`config.mk`:
```
export PLATFORM = sky130hd
export DESIGN_NAME = remote_debug_packet_deframer
export DESIGN_NICKNAME = d
export VERILOG_FILES = /design/src/rdpd_pkg.sv /design/src/rdpd_decode.sv /design/src/remote_debug_packet_deframer.sv
export SDC_FILE = /design/constraint.sdc
export NUM_CORES = 1
export LEC_CHECK = 0
export BUFFER_PORTS_ARGS = -buffer_cell sky130_fd_sc_hd__clkbuf_2
export CORE_MARGIN = 1
export CORE_UTILIZATION = 47
export CTS_CLUSTER_DIAMETER = 100
export DETAILED_ROUTE_END_ITERATION = 16
export GPL_ROUTABILITY_DRIVEN = 0
export PLACE_DENSITY = 0.71
export REMOVE_ABC_BUFFERS = 1
export SYNTH_ARGS = -nofsm -noshare
export SYNTH_HDL_FRONTEND = slang
export SYNTH_SLANG_ARGS = --single-unit
```
`constraint.sdc`:
```
create_clock -name clk -period 2.51 [get_ports clk]
set_input_delay 0.1255 -clock clk [delete_from_list [all_inputs] [get_ports clk]]
set_output_delay 0.1255 -clock clk [all_outputs]
set_load 0.02 [all_outputs]
```
`src/rdpd_pkg.sv`:
```
// shared types and constants for the debug-link packet deframer
// no dependencies

package rdpd_pkg;

	localparam int unsigned ByteW = 8;
	localparam int unsigned KindW = 3;

	localparam logic [ByteW-1:0] CH_ACK  = 8'h2B;
	localparam logic [ByteW-1:0] CH_NAK  = 8'h2D;
	localparam logic [ByteW-1:0] CH_PKT  = 8'h24;
	localparam logic [ByteW-1:0] CH_NOTE = 8'h25;
	localparam logic [ByteW-1:0] CH_HASH = 8'h23;

	typedef enum logic [1:0] {
		PH_IDLE = 2'd0,
		PH_BODY = 2'd1,
		PH_SUM1 = 2'd2,
		PH_SUM2 = 2'd3
	} phase_t;

	typedef enum logic [KindW-1:0] {
		K_PAYLOAD  = 3'd0,
		K_PKT_END  = 3'd1,
		K_NOTE_END = 3'd2,
		K_ACK      = 3'd3,
		K_NAK      = 3'd4,
		K_GARBAGE  = 3'd5
	} kind_t;

	typedef struct packed {
		logic             valid;
		kind_t            kind;
		logic [ByteW-1:0] data;
	} result_t;

endpackage

```
`src/rdpd_decode.sv`:
```
// phase machine and byte classifier of the deframer
// depends on rdpd_pkg

module rdpd_decode
	import rdpd_pkg::*;
(
	input  logic             clk,
	input  logic             arst_n,
	input  logic             fire,
	input  logic [ByteW-1:0] byte_in,
	output result_t          res
);

	phase_t phase_q, phase_d;
	logic   note_q, note_d;

	always_ff @(posedge clk or negedge arst_n) begin
		if (!arst_n) begin
			phase_q <= PH_IDLE;
			note_q  <= 1'b0;
		end else if (fire) begin
			phase_q <= phase_d;
			note_q  <= note_d;
		end
	end

	always_comb begin
		phase_d   = phase_q;
		note_d    = note_q;
		res.valid = 1'b0;
		res.kind  = K_PAYLOAD;
		res.data  = '0;
		case (phase_q)
			PH_IDLE: begin
				if (byte_in == CH_ACK) begin
					res.valid = 1'b1;
					res.kind  = K_ACK;
				end else if (byte_in == CH_NAK) begin
					res.valid = 1'b1;
					res.kind  = K_NAK;
				end else if (byte_in == CH_PKT || byte_in == CH_NOTE) begin
					note_d  = (byte_in == CH_NOTE);
					phase_d = PH_BODY;
				end else begin
					res.valid = 1'b1;
					res.kind  = K_GARBAGE;
					res.data  = byte_in;
				end
			end
			PH_BODY: begin
				if (byte_in == CH_HASH) begin
					phase_d = PH_SUM1;
				end else begin
					res.valid = 1'b1;
					res.kind  = K_PAYLOAD;
					res.data  = byte_in;
				end
			end
			PH_SUM1: begin
				phase_d = PH_SUM2;
			end
			PH_SUM2: begin
				phase_d   = PH_IDLE;
				res.valid = 1'b1;
				res.kind  = note_q ? K_NOTE_END : K_PKT_END;
			end
			default: begin
				phase_d = PH_IDLE;
			end
		endcase
	end

endmodule

```
`src/remote_debug_packet_deframer.sv`:
```
// a byte is taken into the input register, and its result into the output register once the output can advance
// throughput: one byte per cycle, limited only by back-pressure on the output
// an input register feeds the phase machine, whose result lands in the output register
// bytes that give no result (frame openers, '#', the first checksum byte) use no output slot
// reset (arst_n low, asynchronous) empties both registers and returns to idle
// depends on rdpd_pkg and rdpd_decode

module remote_debug_packet_deframer
	import rdpd_pkg::*;
(
	input  logic             clk,
	input  logic             arst_n,
	input  logic             s_axis_tvalid,
	output logic             s_axis_tready,
	input  logic [ByteW-1:0] s_axis_tdata,  // [7:0] byte_in
	output logic             m_axis_tvalid,
	input  logic             m_axis_tready,
	output logic [ByteW-1:0] m_axis_tdata,  // [7:0] byte_out
	output logic [KindW-1:0] m_axis_tuser   // [2:0] kind
);

	logic             valid_s1;
	logic [ByteW-1:0] byte_s1;
	logic             out_valid_q;
	logic [ByteW-1:0] out_data_q;
	kind_t            out_kind_q;
	logic             advance;
	logic             fire;
	result_t          res;

	assign advance       = !out_valid_q || m_axis_tready;
	assign fire          = valid_s1 && advance;
	assign s_axis_tready = !valid_s1 || advance;

	always_ff @(posedge clk or negedge arst_n) begin
		if (!arst_n) begin
			valid_s1 <= 1'b0;
		end else if (s_axis_tready) begin
			valid_s1 <= s_axis_tvalid;
		end
	end

	always_ff @(posedge clk) begin
		if (s_axis_tready && s_axis_tvalid) begin
			byte_s1 <= s_axis_tdata;
		end
	end

	rdpd_decode u_decode (
		.clk     (clk),
		.arst_n  (arst_n),
		.fire    (fire),
		.byte_in (byte_s1),
		.res     (res)
	);

	always_ff @(posedge clk or negedge arst_n) begin
		if (!arst_n) begin
			out_valid_q <= 1'b0;
		end else if (advance) begin
			out_valid_q <= fire && res.valid;
		end
	end

	always_ff @(posedge clk) begin
		if (fire && res.valid) begin
			out_data_q <= res.data;
			out_kind_q <= res.kind;
		end
	end

	assign m_axis_tvalid = out_valid_q;
	assign m_axis_tdata  = out_data_q;
	assign m_axis_tuser  = out_kind_q;

endmodule

```
==> summary.md <==
| Metric | Value |
|---|---|
| Fin crit share | `86.0%` |
| Syn. warnings | `0` |
| WL final | `2010 µm` |
| Post-CTS Setup Bufs | `0` |
| Max H-tree Level | `1` |
| Post-cts repair resize count | `0` |
| Layout cells sized above 1 | `29.5%` |
| Routed WL per cell | `~13 µm` |
| Mapped cell area | `1130 µm²` |
| Count leader, synth | `edfxtp_1` |
| Worst Hold Class | `in2reg` |
| Max Fclk | `463 MHz` |
| Area Growth Syn to Fin | `26.5%` |
| GRT overflow | `0` |
| Pre-CTS setup slack | `0.389 ns` |
| Die Wd | `51.1 µm` |
| Via count | `just under 800` |
| Final min period | `2.16 ns` |
| CP endpoint | `m_axis_tuser[0]` |
| Pin count of the biggest net entering global routing | `15` |
| Setup Total Neg Slack | `0 ns` |
| Chip Height | `approximately 50 µm` |
| Antenna cells | `0` |
| Bufs on Longest Clock Path | `2` |
| Top cells by area, synth | `edfxtp_1 (50%), dfrtp_1 (11%), ha_1 (5.5%)` |
| Top post-synthesis cells by count | `edfxtp_1 (19), inv_1 (6), dfrtp_1 (5), ha_1 (5), nor2b_1 (5)` |
| Critical Path End Type | `register` |
| Status | `finished clean` |
| Synth Instances | `85` |
| RR Startpoint | `u_decode.phase_q[0]` |
| Hold Vio Cnt, Final | `0` |
| Hold_ws | `around 0.010 ns` |
| Post-synth ARST share | `a little over a fifth` |
| Port Buffer Count | `24` |
| Critical R2R Capture | `m_axis_tuser[0]` |
| RSZ-0062 raised after global routing | `false` |
| Num CTS Buffers | `3` |
| Worst Path Required | `between 2 and 3 ns` |
| Die Footprint | `approximately 2600 µm²` |
| Sequential area share after synthesis | `61.4%` |
| Yosys top cell area share | `between 50% and 60%` |
| # setup viols final | `0` |
| IO Pins | `25` |
| Yosys cell types | `34` |
| Area after DPL | `1290 µm²` |
| Vias in the first global route | `754` |
| Max Clock Skew | `about 0.0048 ns` |
| First-pass GRT wire length | `3170 µm` |
| Final #Nets | `140` |
| Core area | `~2200 µm²` |
| Setup ws final | `0.352 ns` |
| Reg2reg setup slack | `around 0.35 ns` |
| Post-route cell area | `1430 µm²` |
| Sink Count | `24` |
| Synthesized area per cell | `13.3 µm²` |
| DR vias/cell | `5.26` |
| HPWL after detailed placement | `1440 µm` |
| Reg clk slew, reported paths | `0.12 ns` |
| Starting density of the core | `50.8%` |
| Max VDD drop | `0.637 mV` |
| LEAKAGE | `0.592 nW` |
| CP startpoint | `u_decode.phase_q[0]` |
| DRT iter0 DRCs | `33` |
| Site Rows | `17` |
| Core Util, Final | `64.2%` |
| Initial antenna violation count | `0` |
| Overall Global Routing Usage | `16.8%` |
| Cell area power density | `1060 nW/µm²` |
| Yosys top cell by area | `edfxtp_1` |
| FF-to-FF path depth | `7` |
| Top cell by count, worst path | `nor3_1` |
| DR DRC count | `0` |
| CP max stage cell | `dfrtp_1` |
| Slowest cell delay on critical path | `about 0.44 ns` |
| CP cell instances | `inv_1 -> ha_1 -> nor2_2 -> a311oi_2 -> nor3_1 -> nor3_1 -> buf_4` |
| Crit path kind | `reg2reg` |
| #FFs+latches synth | `24` |
| Final Max Tran Viols | `0` |
| EDFF count, synth | `19` |
| Top FF cell, synth | `edfxtp_1` |
| Root Driver | `clkbuf_4` |
| Post-cts hold buffer count | `9` |
| ANT nets after route | `0` |
| Max FO, Critical Path | `11` |
| Arrival @ worst endpoint | `2.19 ns` |
| Max Cap Viol | `0` |
| Drt pass-1 iters | `4` |
| Worst relative slew slack | `71.2%` |
| CTS tree | `yes` |
| Worst-Skew Late Latency | `between 0.3 and 0.4 ns` |
| Slew @ Worst Pin | `0.431 ns` |
| Startpoint class of the critical path | `register` |
layout by cell type (no fill, tap or decap), types with 2 or more instances in the layout:
master / Yosys / final
edfxtp_1: 19 / 19
clkbuf_4: 0 / 3
a32oi_1: 2 / 2
a21boi_0: 3 / 3
o21ai_0: 2 / 2
a21oi_1: 3 / 3
a31oi_1: 2 / 2
inv_1: 6 / 6
clkbuf_2: 0 / 24
nor2b_1: 5 / 5
nand2b_1: 4 / 4
dfrtp_1: 5 / 5
dlygate4sd3_1: 0 / 9
ha_1: 5 / 5
nor3_1: 3 / 3
mux2_1: 2 / 2
nor2_1: 4 / 4
flip-flops by register name (all words and copies together), names as in the netlist:
name and count:
u_decode.note_q 1, m_axis_tdata 8, valid_s1 1, byte_s1 8
u_decode.phase_q 2, m_axis_tuser 3, m_axis_tvalid 1
worst min path at each step:
stage / slack [ns] / depth (start not counted) / startpoint / to
floorplan: -0.17 / 0 / arst_n / m_axis_tvalid
global placement: -0.06 / 1 / arst_n / m_axis_tvalid
detailed placement: -0.05 / 1 / arst_n / m_axis_tvalid
CTS: 0.002 / 2 / s_axis_tvalid / valid_s1
global route: 0.0008 / 2 / s_axis_tvalid / valid_s1
finish: 0.01 / 2 / s_axis_tvalid / valid_s1
kinds of logic (layout without fill, tap and decap cells):
group / after synthesis / count (layout) / synth area share, %
AO/OA/AOI/OAI: 17 / 17 / 10.7
buffers and inverters: 8 / 45 / 2.76
AND/OR/NAND/NOR: 27 / 27 / 16.0
adder cells (fa/ha/maj): 5 / 5 / 5.52
multiplexers: 3 / 3 / 2.87
flip-flops: 24 / 24 / 61.4
XOR/XNOR: 1 / 1 / 0.773
cell type report:
class,instances,area (µm²)
Clock buffer,3,22.5
Clock inverter,1,30.0
Timing Repair Buffer,34,218
Sequential cell,24,696
Fill cell,189,800
Tap cell,28,35.0
Multi-Input combinational cell,53,407
Inverter,7,26.3
report_power, final:
group / total [mW] / internal, mW / switching, mW
logic: 0.594 / 0.210 / 0.384
clock network: 0.275 / 0.162 / 0.114
registers: 0.648 / 0.589 / 0.0597
total: 1.52 / 0.960 / 0.557
per-stage QoR:
stage / std cells / power, mW
after global routing: 150 / 1.61
after floorplan: 84 / 1.06
after CTS: 150 / 1.52
after global placement: 137 / 1.21
after detailed placement: 137 / 1.23
final: 150 / 1.52
metal layers:
layer  global-route usage [%]  up-vias  wire length (µm)
met5                        0        -                 0
met4                     7.41        0                20
met3                     2.38        2               153
met2                     29.8       40              1040
met1                     20.1      362               796
li1                         -      385                 -
critical path, delay by kind of cell, from the launching register on:
family	cells	cell delay (ns)
flip-flops	1	0.44
AO/OA/AOI/OAI	1	0.32
AND/OR/NAND/NOR	3	0.42
buffers and inverters	2	0.34
adder cells (fa/ha/maj)	1	0.34
Note: power is estimated with default switching activity, not from simulation.
